### src/design/mvna_ram.sv
// generic simple dual port ram with registered read
module mvna_ram #(
  parameter int WIDTH = 8,
  parameter int DEPTH = 16
) (
  input  logic                     clk,
  input  logic                     we,
  input  logic [$clog2(DEPTH)-1:0] waddr,
  input  logic [WIDTH-1:0]         wdata,
  input  logic [$clog2(DEPTH)-1:0] raddr,
  output logic [WIDTH-1:0]         rdata
);

  logic [WIDTH-1:0] mem [DEPTH];

  // write port and registered read port
  always_ff @(posedge clk) begin
    if (we) begin
      mem[waddr] <= wdata;
    end
    rdata <= mem[raddr];
  end

endmodule

### config.mk
export PLATFORM = sky130hd
export DESIGN_NAME = mvna_ram
export DESIGN_NICKNAME = d
export VERILOG_FILES = /design/src/design/mvna_ram.sv
export SDC_FILE = /design/constraint.sdc
export NUM_CORES = 1
export LEC_CHECK = 0
export BUFFER_PORTS_ARGS = -buffer_cell sky130_fd_sc_hd__buf_2
export CORE_MARGIN = 2
export CORE_UTILIZATION = 25
export CTS_BUF_LIST = sky130_fd_sc_hd__clkbuf_16
export DETAILED_ROUTE_END_ITERATION = 6
export GPL_ROUTABILITY_DRIVEN = 0
export SKIP_LAST_GASP = 1
export SYNTH_ARGS = -nofsm -noshare
export SYNTH_HDL_FRONTEND = slang
export SYNTH_SLANG_ARGS = --single-unit
### constraint.sdc
create_clock -name clk -period 2.9 [get_ports clk]
set_input_delay 0.29 -clock clk [delete_from_list [all_inputs] [get_ports clk]]
set_output_delay 0.29 -clock clk [all_outputs]
set_load 0.01 [all_outputs]
# After elaboration in Yosys (flattened, before gate mapping)
# Memories as Yosys holds them, arrays and structs flattened. A register that Yosys moved wholly into a read port is not among the register bits.
# Cells that the tools add are included.
# totals
ff_bits	0
mem_bits_rw	128
inputBits	18
output_inout_bits	8
word_cells	3
memories	1
# op_classes
mux	2
# mem_list
name	depth	width	rd	rd_clocked_by_memory_dff	write_ports	line	rtl
mem	16	8	1	1	1	14	logic [WIDTH-1:0] mem [DEPTH];
# ops
cell	count
two-way mux 1 bit	2

# Depth between registers and ports, before layout
# depth
word_depth	2
ltp_mapped	5
mapped_depth_nobuf	3

# Least setup slack after synthesis
# Ideal clock, no wire load.
# synth_timing
kind	in2reg
from	in waddr[2]
to	mem mem[0][0], enable pin
setup_ps	383
arrival_time_ps	1400
required_ps	2517
setup_slack_ps	1117
path_stages	2
n_path_buf	0
path_cell_list	or3b_2 -> nor3_1
# synth_rtl
element	line	rtl
start, declared	8	input logic [$clog2(DEPTH)-1:0] waddr,
end, declared	14	
# No word-level cell before the write port.

==> results.sh <==
export IMPL_status="completed"
export IMPL_max_stage_delay_ns=0.60
export IMPL_synthesis_instances=229
export IMPL_postCtsResizedCells=0
export IMPL_start_util_pct=25.4
export IMPL_ys_types=19
export IMPL_swShare_pct=19.6
export IMPL_path_buf_inv=2
export IMPL_hold_class="input pin to register"
export IMPL_hold_path_startpoint="wdata[7]"
export IMPL_min_to="mem[0][7]"
export IMPL_cts_htree_levels=4
export IMPL_finalCriticalPeriod_ns=1.69
export IMPL_cts_sinks=136
export IMPL_final_common_cell="edfxtp_1"
export IMPL_hold_slack_ns=0.268
export IMPL_seq_power_share_pct=49.4
export IMPL_fin_skew_ns=0.00541
export IMPL_die_area_um2=21800
export IMPL_clkTransAtPathRegs_ns=0.06
export IMPL_ctsHoldBuffers=0
export IMPL_rr_worst_depth=3
export IMPL_dp_slack_ns=0.745
export IMPL_leakage_uw=0.00206
export IMPL_cts_tree="built"
export IMPL_timing_rr_start="mem[3][4]"
export IMPL_grt_pass1_wl_mm=15.8
export IMPL_wl_per_cell_um=18.1
export IMPL_die_width_um=147
export IMPL_drt_initial_drc_count=361
export IMPL_final_cell_mix="edfxtp_1, buf_2, mux4_2"
export IMPL_power_switching_uw=880
export IMPL_cts_setup_buffers=0
export IMPL_cts_buffers_inserted=17
export IMPL_cts_buffer_depth=2
export IMPL_drc_errors=0
export IMPL_grt_ovfl_total=0
export IMPL_area_delta_synth_final_pct=20.4
export IMPL_cp_slowest_cell="mux4_1"
export IMPL_grt_pass1_vias=2552
export IMPL_drt_pass1_iterations=4
export IMPL_port_buffers=25
export IMPL_syn_area_um2=5150
export IMPL_required_ns=3.18
export IMPL_grt_antenna_before_repair=0
export IMPL_slew_viol_final=0
export IMPL_fin_ws_ns=1.21
export IMPL_ys_ff_latch=136
export IMPL_fin_crit_sh_pct=58.3
export IMPL_arrival_ns=1.97
export IMPL_final_layout_size_suffix_gt1_share_pct=28.3
export IMPL_r2r_end="rdata[4]"
export IMPL_max_cap_violations=0
export IMPL_vias_per_cell=4.26
export IMPL_grtUsageTotal_pct=10.1
export IMPL_tns_ns=0
export IMPL_r2r_setup_slack_ns=1.45
export IMPL_path_class="input pin to register"
export IMPL_p_int_uw=3600
export IMPL_dr_total_vias=2387
export IMPL_ios=26
export IMPL_hold_depth=1
export IMPL_power_share_clock_pct=46.1
export IMPL_routed_wl_mm=10.1
export IMPL_diodes=0
export IMPL_crit_path_cell_trace="buf_2 > buf_4 > mux4_1 > a22oi_1 > nand2_1"
export IMPL_yosys_warnings=0
export IMPL_ys_seq_area_share_pct=77.8
export IMPL_vdd_drop_max_uv=511
export IMPL_relSlewSlack_pct=41.8
export IMPL_die_y_um=147
export IMPL_cp_max_fo=19
export IMPL_startpoint_type="input pin"
export IMPL_setup_viol=0
export IMPL_final_nets=295
export IMPL_final_hold_violation_count=0
export IMPL_p_per_area_nw_per_um2=723
export IMPL_clk_latency_ns=0.41
export IMPL_hpwl_mm=6.59
export IMPL_grt_max_degree=33
export IMPL_root_buffer="clkbuf_16"
export IMPL_critPathTopFamily="buffers and inverters"
export IMPL_endpoint_kind="register"
export IMPL_worst_pin_slew_ns=0.869
export IMPL_detail_route_antenna_nets=0
export IMPL_rsz0062_at_grt="no"
export IMPL_std_cell_rows=52
export IMPL_power_frac_comb_pct=4.5
export IMPL_coreArea_um2=20200
export IMPL_syn_num_nets=247
export IMPL_synth_area_per_cell_um2=22.5
export IMPL_clock_fmax_mhz=591
==> stage by stage <==
stage	cell area (um^2)	util, %	instances	power (uW)
global route	6200	30.6	560	4630
global placement	5630	27.8	528	2450
detailed placement	5630	27.8	528	2460
CTS	6200	30.6	560	4530
finish	6200	30.6	560	4480
floorplan	5150	-	229	2370
==> power by group through the flow <==
stage	clock network, uW	logic, uW	registers (uW)
6_report	2070	201	2210
5_1_grt	2200	220	2220
4_1_cts	2110	204	2210
3_5_place_dp	0	204	2250
3_3_place_gp	0	199	2250
2_1_floorplan	0	112	2250
==> area by class of cell <==
cell class / count / area, um^2
flip-flops and latches: 136 / 4000
clock buffers: 17 / 425
multi-input cells: 83 / 1060
repair buffers: 39 / 230
clock inverters: 15 / 145
fillers: 1951 / 14000
well taps: 270 / 338
==> worst max path at each step <==
stage	from	to	slack [ns]	cells after the start
4_1_cts	raddr[0]	rdata[2]	1.18	5
3_5_place_dp	raddr[0]	rdata[2]	0.74	5
6_report	raddr[0]	rdata[4]	1.21	5
2_1_floorplan	waddr[2]	mem[0][0]	1.12	2
3_3_place_gp	raddr[0]	rdata[1]	0.73	5
5_1_grt	raddr[0]	rdata[2]	1.06	5
==> state kept, by name, indices dropped and copies added, names as in the netlist <==
register and count:
mem 128, rdata 8
==> synth_stat cells <==
master	count	share of area [%]
and2b_1	1	0.15
dfxtp_1	8	3.1
nand2b_1	2	0.24
nand2_1	9	0.66
nor3_1	4	0.39
and2_1	1	0.12
a22oi_1	16	2.3
mux4_2	18	7.9
mux4_1	14	7.1
clkdlybuf4s25_2	3	0.58
nand3b_1	2	0.29
nand3_1	1	0.097
edfxtp_1	128	75
buf_6	3	0.66
or3b_2	1	0.17
nor2b_1	1	0.12
nor2_1	13	0.95
buf_4	1	0.15
buf_2	3	0.29
==> per-layer routing <==
| layer | GRT usage [%] | share of wire, % | vias up |
|---|---|---|---|
| li1 | - | - | 1076 |
| met1 | 14.3 | 46 | 1240 |
| met2 | 14.7 | 46 | 67 |
| met3 | 3.40 | 7.2 | 4 |
| met4 | 3.27 | 0.48 | 0 |
| met5 | 0 | 0 | - |
==> cell families after synthesis <==
family                 count (synthesis)  synth area share [%]
buffers and inverters                 10                  1.68
multiplexers                          32                  15.0
AO/OA/AOI/OAI                         16                  2.33
AND/OR/NAND/NOR                       35                  3.18
flip-flops                           136                  77.8
(Power assumes the default switching activity.)
