File: src/design/mvna_pkg.sv
// shared types, widths and codes of the vertex normal accumulator
package mvna_pkg;

  // vertex store depth default
  localparam int VERTEX_COUNT_DEF = 1024;

  // field widths
  localparam int IDX_W = 10;
  localparam int POS_W = 32;
  localparam int NRM_W = 16;
  localparam int SUM_W = 24;

  // item actions
  localparam logic [1:0] ACT_WRITE = 2'd0;
  localparam logic [1:0] ACT_TRI   = 2'd1;
  localparam logic [1:0] ACT_READ  = 2'd2;
  localparam logic [1:0] ACT_CLEAR = 2'd3;

  // fixed point constants
  localparam logic [NRM_W-1:0] ONE_Q14 = 16'd16384;

  // result of the unit vector engine
  typedef struct packed {
    logic                        done;
    logic                        zero;
    logic [2:0][NRM_W-1:0]       u;
  } norm_res_t;

endpackage

File: src/design/mvna_norm.sv
// unit vector engine: normalize shift, sum of squares, bit-serial root, serial divide
module mvna_norm (
  input  logic                   clk,
  input  logic                   rst_n,
  input  logic                   start,
  input  logic [2:0][63:0]       vec,
  output mvna_pkg::norm_res_t    res
);
  import mvna_pkg::*;

  localparam logic [2:0] N_IDLE  = 3'd0;
  localparam logic [2:0] N_CHK   = 3'd1;
  localparam logic [2:0] N_SHIFT = 3'd2;
  localparam logic [2:0] N_SQ    = 3'd3;
  localparam logic [2:0] N_SQRT  = 3'd4;
  localparam logic [2:0] N_DINIT = 3'd5;
  localparam logic [2:0] N_DIV   = 3'd6;
  localparam logic [2:0] N_DONE  = 3'd7;

  logic [2:0]             st_r;
  logic [2:0][63:0]       m_r;
  logic [2:0]             sgn_r;
  logic [4:0]             cnt_r;
  logic [1:0]             comp_r;
  logic [61:0]            sum_r;
  logic [59:0]            sq_r;
  logic [61:0]            rt_n_r;
  logic [62:0]            rt_r;
  logic [32:0]            rem_r;
  logic [15:0]            num_r;
  logic [NRM_W-1:0]       q_r;
  logic [2:0][NRM_W-1:0]  u_r;
  logic                   zero_r;

  logic                   hi_any;
  logic                   lo_all;
  logic [1:0]             sq_sel;
  logic [29:0]            sq_op;
  logic [59:0]            sq;
  logic [62:0]            bitv;
  logic [62:0]            rt_t;
  logic                   rt_ge;
  logic [31:0]            len;
  logic [44:0]            numer;
  logic [32:0]            dv_t;
  logic                   dv_ge;
  logic [NRM_W-1:0]       q_nxt;
  logic [NRM_W-1:0]       q_clamp;

  // range tests for the normalizing shift
  always_comb begin
    hi_any = 1'b0;
    lo_all = 1'b1;
    for (int i = 0; i < 3; i++) begin
      hi_any = hi_any | (|m_r[i][63:30]);
      lo_all = lo_all & ~(|m_r[i][63:29]);
    end
  end

  // shared squarer
  assign sq_sel = (cnt_r[1:0] == 2'd3) ? 2'd0 : cnt_r[1:0];
  assign sq_op  = m_r[sq_sel][29:0];
  assign sq     = 60'(sq_op) * 60'(sq_op);

  // one root step per cycle
  assign bitv  = 63'(1) << {cnt_r, 1'b0};
  assign rt_t  = rt_r + bitv;
  assign rt_ge = {1'b0, rt_n_r} >= rt_t;
  assign len   = rt_r[31:0];

  // one quotient bit per cycle, rounding half up through the numerator
  assign numer   = {1'b0, m_r[comp_r][29:0], 14'd0} + 45'(len >> 1);
  assign dv_t    = {rem_r[31:0], num_r[15]};
  assign dv_ge   = dv_t >= {1'b0, len};
  assign q_nxt   = {q_r[NRM_W-2:0], dv_ge};
  assign q_clamp = (q_nxt > ONE_Q14) ? ONE_Q14 : q_nxt;

  // sequencer
  always_ff @(posedge clk) begin
    if (!rst_n) begin
      st_r <= N_IDLE;
    end else begin
      case (st_r)
        N_IDLE: begin
          if (start) begin
            for (int i = 0; i < 3; i++) begin
              sgn_r[i] <= vec[i][63];
              m_r[i]   <= vec[i][63] ? (~vec[i] + 64'd1) : vec[i];
            end
            st_r <= N_CHK;
          end
        end
        N_CHK: begin
          if (m_r == '0) begin
            zero_r <= 1'b1;
            u_r    <= '0;
            st_r   <= N_DONE;
          end else begin
            zero_r <= 1'b0;
            st_r   <= N_SHIFT;
          end
        end
        N_SHIFT: begin
          if (hi_any) begin
            for (int i = 0; i < 3; i++) m_r[i] <= m_r[i] >> 1;
          end else if (lo_all) begin
            for (int i = 0; i < 3; i++) m_r[i] <= m_r[i] << 1;
          end else begin
            cnt_r <= '0;
            sum_r <= '0;
            st_r  <= N_SQ;
          end
        end
        N_SQ: begin
          if (cnt_r != 5'd3) begin
            sq_r <= sq;
          end
          if (cnt_r != 5'd0) begin
            sum_r <= sum_r + 62'(sq_r);
          end
          if (cnt_r == 5'd3) begin
            rt_n_r <= sum_r + 62'(sq_r);
            rt_r   <= '0;
            cnt_r  <= 5'd31;
            st_r   <= N_SQRT;
          end else begin
            cnt_r <= cnt_r + 5'd1;
          end
        end
        N_SQRT: begin
          if (rt_ge) begin
            rt_n_r <= rt_n_r - rt_t[61:0];
            rt_r   <= (rt_r >> 1) + bitv;
          end else begin
            rt_r <= rt_r >> 1;
          end
          cnt_r <= cnt_r - 5'd1;
          if (cnt_r == 5'd0) begin
            comp_r <= '0;
            st_r   <= N_DINIT;
          end
        end
        N_DINIT: begin
          rem_r <= 33'(numer[44:16]);
          num_r <= numer[15:0];
          q_r   <= '0;
          cnt_r <= '0;
          st_r  <= N_DIV;
        end
        N_DIV: begin
          rem_r <= dv_ge ? (dv_t - {1'b0, len}) : dv_t;
          num_r <= {num_r[14:0], 1'b0};
          q_r   <= q_nxt;
          cnt_r <= cnt_r + 5'd1;
          if (cnt_r == 5'd15) begin
            u_r[comp_r] <= sgn_r[comp_r] ? (~q_clamp + 16'd1) : q_clamp;
            if (comp_r == 2'd2) begin
              st_r <= N_DONE;
            end else begin
              comp_r <= comp_r + 2'd1;
              st_r   <= N_DINIT;
            end
          end
        end
        N_DONE: begin
          st_r <= N_IDLE;
        end
        default: begin
          st_r <= N_IDLE;
        end
      endcase
    end
  end

  assign res.done = (st_r == N_DONE);
  assign res.zero = zero_r;
  assign res.u    = u_r;

endmodule

File: config.mk
export PLATFORM = sky130hd
export DESIGN_NAME = mvna_norm
export DESIGN_NICKNAME = d
export VERILOG_FILES = /design/src/design/mvna_pkg.sv /design/src/design/mvna_norm.sv
export SDC_FILE = /design/constraint.sdc
export NUM_CORES = 2
export LEC_CHECK = 0
export BUFFER_PORTS_ARGS = -buffer_cell sky130_fd_sc_hd__buf_2
export CAP_MARGIN = 40
export CORE_MARGIN = 10
export CORE_UTILIZATION = 43
export DETAILED_ROUTE_END_ITERATION = 6
export GPL_TIMING_DRIVEN = 0
export MAX_ROUTING_LAYER = met4
export SLEW_MARGIN = 20
export SYNTH_ARGS = -nofsm -noshare
export SYNTH_HDL_FRONTEND = slang
export SYNTH_SLANG_ARGS = --single-unit
File: constraint.sdc
create_clock -name clk -period 11.8 [get_ports clk]
set_clock_uncertainty 0.2 [all_clocks]
set_input_delay 2.95 -clock clk [delete_from_list [all_inputs] [get_ports clk]]
set_output_delay 2.95 -clock clk [all_outputs]
set_load 0.01 [all_outputs]
======== Word level (Yosys, flattened, before mapping) ========
Index checks and enable logic that the tools add are counted.
cells by class
  equal/unequal tests ..................... 23
  magnitude comparators ................... 6
  $mul .................................... 1
  bitwise operators ....................... 11
  shift operators ......................... 1
  multiplexer cells ....................... 54
  reductions and logical operators ........ 30
  add/sub/neg operators ................... 13
  divide/modulo/power cells ............... 0
operators with widths
  kind                                              count
  two-way mux 192 bit                               3
  one-hot mux 192 bit (2 select lines)              1
  two-way mux 62 bit                                5
  binary-select mux 64 bit (select 2 bit)           2
  one-hot mux 62 bit (2 select lines)               2
  adder 64 x 1 -> 64 bit, second input constant     3
  logical NOT 192 bit                               1
  two-way mux 64 bit                                3
  inverter 64 bit                                   3
  two-way mux 63 bit                                2
  one-hot mux 63 bit (2 select lines)               1
  OR reduction 35 bit                               3
  OR reduction 34 bit                               3
  two-way mux 48 bit                                2
  one-hot mux 48 bit (2 select lines)               1
  one-hot mux 32 bit (2 select lines)               1
  adder 62 x 63 -> 63 bit                           1
  adder 63 bit                                      1
  greater-or-equal comparator 62 x 63 -> 1 bit      1
  << shifter 1 x 6 -> 63 bit, first input constant  1
  adder 62 x 60 -> 62 bit                           1
  subtractor 62 bit                                 1
  multiplier 30 x 30 -> 60 bit                      1
  two-way mux 30 bit                                2
  47 further kinds                                  94
word-level totals
  memory bits (read-only) ................. 0
  input bits .............................. 195
  bits in latches ......................... 0
  memories ................................ 0
  memory bits (writable) .................. 0
  register bits ........................... 564

======== Logic depth before layout (Yosys ltp) ========
  word-level depth ........................ 9
  mapped depth ............................ 38
  gate-level depth less buffers ........... 35

======== Worst setup path after synthesis ========
Ideal clock, no wire load.
  path type ............................... input to register
  from .................................... in start
  to ...................................... reg m_r[0] in the netlist's numbering, enable pin
  path buffers ............................ 0
  stages .................................. 3
  data arrival time ....................... 11.202 ns
  setup time .............................. 0.751 ns
  path slack .............................. -0.354 ns
  path through ............................ nand2_1 -> o21a_1 -> nor2_1
between the ends
  cells in the longest elaborated chain, start to end .. 2
RTL lines
  item                                  line             text
  start: declaration                    mvna_norm.sv:5   input logic start,
  != test 2 bit (no source line)        n/a
  AND reduction 4 bit (no source line)  n/a
  end signal: indexed assignment        mvna_norm.sv:88  m_r[i] <= vec[i][63] ? (~vec[i] + 64'd1) : vec[i];
  end: declaration                      mvna_norm.sv:21  logic [2:0][63:0] m_r;
No other way between the ends.
A chain may end at the register's enable or synchronous reset.

======== Worst setup path after layout ========
  from .................................... reg cnt_r[1]
  to ...................................... reg sq_r[57] (data pin)
between the ends
  cells in the longest elaborated chain, start to end .. 5
RTL lines
  item                                        line              text
  start: declaration                          mvna_norm.sv:23   logic [4:0] cnt_r;
  start signal: assignment                    mvna_norm.sv:127  cnt_r <= cnt_r + 5'd1;
  start signal: assignment                    mvna_norm.sv:137  cnt_r <= cnt_r - 5'd1;
  start signal: assignment                    mvna_norm.sv:154  cnt_r <= cnt_r + 5'd1;
  equality test 2 bit                         mvna_norm.sv:61   assign sq_sel = (cnt_r[1:0] == 2'd3) ? 2'd0 : cnt_r[1:0];
  two-way mux 2 bit *                         mvna_norm.sv:61
  binary-select mux 64 bit (select 2 bit) *   mvna_norm.sv:62   assign sq_op = m_r[sq_sel][29:0];
  two-way mux 30 bit (implied by the code) *  mvna_norm.sv:62
  multiplier 30 x 30 -> 60 bit *              mvna_norm.sv:63   assign sq = 60'(sq_op) * 60'(sq_op);
  named net sq[57]                            mvna_norm.sv:39   logic [59:0] sq;
  end signal: assignment                      mvna_norm.sv:116  sq_r <= sq;
  end: declaration                            mvna_norm.sv:26   logic [59:0] sq_r;
The timed path passes the listed nets; every way through them passes the cells marked *. The select of a mux whose other input is x is not followed.

==> impl_results.md <==
* Area Overhead vs Synth at 10.82%
* Total CTS buffers at 70
* Hold Violations, Final at 0
* CP Capture Type: register
* CP most frequent cell: fa_1
* CTS tree: built
* Antenna Nets Post-Route at 0
* Setup crit start kind: register
* Synth Instances at 7833
* Io pins at 245
* Routability cong. at 1.011
* CTS clk-pin slew, worst paths at 0.06 ns
* Vias in the first global route at 61130
* Sequential area share after synthesis at 24.04%
* Initial antenna violation count at 19
* Status: finished, final reports clean
* # nets final at 9631
* Post-synth EDFFs at 560
* Row count at 148
* Req. time, crit path at 11.97 ns
* DR pass1 iterations at 6
* Final worst path period share at 97.81%
* Ranking of synthesized cells by area: edfxtp_1 (24%), fa_1 (20%), ha_1 (9.0%)
* Overall global routing resource usage at 28.69%
* Top_reg_cell synth: edfxtp_1
* Maximum Capacitance Violations at 0
* Worst slew margin at 33.95%
* Syn Area/Cell at 8.962 um2
* Total Wirelength at 257100 um
* DR WL/cell at 24.56 um
* Via Count at 61140
* Die Ht at 424.0 um
* Yosys top cell by area: edfxtp_1
* Clock sink count at 563
* Slowest CP cell: a21oi_2
* Storage cell area at 16880 um2
* Met2 GRT Util at 45.41%
* CP max stage delay at 0.66 ns
* Post-synth net total at 9235
* Critical path peak fanout at 10
* Multi-input logic area at 48230 um2
* Commonest non-fill, non-tap cells in the layout: inv_1 (1035), nand2_1 (753), fa_1 (702), nor2_1 (692), edfxtp_1 (560)
* Busiest grt layer: met2
* #FFs+latches synth at 563
* FMAX at 0.08665 GHz
* Fin. max-slew vios at 0
* Initial Util at 43.17%
* Clk_lat worst skew at 0.68 ns
* Width of the die at 424.0 um
* Total gr overflow at 0
* Tightest Pin Transition at 0.9882 ns
* Iteration-0 DRC Markers at 6346
* Clock tree buffer depth at 3
* Fin Hold WS at 0.3244 ns
* Library cells used by synthesis at 94
* CTS root buffer: clkbuf_16
* Setup TNS at 0 ns
* # port buffers at 244
* Crit path DAT at 11.71 ns
* Setup CP Type: reg2reg
* Fillers at 15910
* RSZ-0062 raised after global routing: yes
* Most common cell after layout, fill and taps aside: inv_1
* Top-area cell type share of the netlist area at 23.96%
* Final critical-path required period at 11.54 ns
* H-tree Lvls at 3
* DIE AREA at 179800 um2
* Layout cells sized above 1 at 7.056%
* Hpwl dp at 212500 um
* Post-DR vias/cell at 5.839
* Setup-failing EPs final at 0
* Hold Path Class: reg2reg
* Cell area after synthesis at 70200 um2
* Largest net degree at the start of global routing at 60
* Core area at 162600 um2
* Yosys warnings at 0
* Fraction of registers with async set/reset at 0%
* First-pass GRT wire length at 386200 um
* GRT met1 Usage at 37.99%
* DRC violations left at 0
* GRT met3 Usage at 3.677%
==> worst max-delay path, delay by kind of cell (launching register included) <==
kind | cells | cell delay, ns
compound gates | 8 | 2.65
xor+xnor | 1 | 0.20
fa+ha+maj | 10 | 4.66
buf+inv | 10 | 2.17
flops | 1 | 0.49
mux | 1 | 0.26
simple gates | 4 | 0.59
==> worst paths after layout <==
| path | depth (start not counted) | to | start | slack [ns] |
|---|---|---|---|---|
| worst max register to register | 34 | sq_r[57] | cnt_r[1] | 0.26 |
| worst min register to register | 2 | num_r[7] | num_r[6] | 0.32 |
| worst max-delay path | 34 | sq_r[57] | cnt_r[1] | 0.26 |
| worst min-delay path | 2 | num_r[7] | num_r[6] | 0.32 |
==> synthesized netlist by cell type, drive strengths merged (10+ instances only) <==
cell type / instances
o21bai: 41
or3: 70
nor3: 101
clkbuf: 327
and4: 14
fa: 702
nand3b: 14
and3: 77
nand2: 754
a21boi: 20
o21ai: 414
o31ai: 96
nor2b: 39
a2111oi: 11
a311oi: 11
o21a: 42
a221oi: 10
a21o: 158
a31o: 30
edfxtp: 560
nand2b: 49
xnor2: 281
a41oi: 11
xor2: 212
a31oi: 96
inv: 1035
o211ai: 41
or4: 54
and2: 50
or2: 32
buf: 32
ha: 505
o2111ai: 15
a21oi: 460
a211oi: 102
nor2: 695
o22ai: 12
o311ai: 11
nand4: 66
nor4: 81
o41ai: 37
nand3: 147
mux2i: 207
==> per-layer routing <==
layer | up-vias | wire length [um]
met3 | 507 | 18890
met4 | 0 | 10500
li1 | 27780 | -
met2 | 2639 | 117800
met5 | - | 0
met1 | 30210 | 109900
==> flip-flops by register name, indices dropped and copies added, names as in the netlist <==
register  count
sq_r         59
sum_r        62
cnt_r         5
num_r        16
sgn_r         3
q_r          15
rem_r        32
comp_r        2
rt_n_r       62
res          48
st_r          3
m_r         192
rt_r         63
zero_r        1
==> final cells by class <==
class                           instances  area share (%)
Antenna cell                           18         0.05790
Buffer                                356           1.776
Clock buffer                           81           2.360
Clock inverter                         39          0.4681
Inverter                             1044           5.049
Multi-Input combinational cell       5867           62.00
Sequential cell                       563           21.70
Tap cell                             2175           3.498
Timing Repair Buffer                  327           3.100
==> logic make-up after synthesis <==
kind of cell | after synthesis | synth area share, %
XOR/XNOR | 493 | 6.151
flip-flops | 563 | 24.04
buffers and inverters | 1403 | 7.524
multiplexers | 211 | 3.016
AND/OR/NAND/NOR | 2266 | 14.97
AO/OA/AOI/OAI | 1690 | 15.28
adder cells (fa/ha/maj) | 1207 | 29.02
==> per-stage QoR <==
stage	setup slack, ns	cell area, um2	util [%]	instances
5_1_grt	-0.09623	77790	47.84	10470
2_1_floorplan	1.672	70200	-	7833
6_report	0.2587	77790	47.84	10470
4_1_cts	-0.06917	77620	47.74	10450
3_3_place_gp	-3.037	74140	45.60	10250
3_5_place_dp	-0.9657	75400	46.38	10330
==> timing repair <==
action	in CTS	in global routing
setup buffers	0	1
hold buffers	0	0
resized for setup	13	38
pin swaps	0	1
gates cloned	0	0
endpoints found under the setup margin	18	12
Power is left out: the tool's default activity adds up to more than one toggle a clock period on the data nets, which glitch-free logic cannot reach.
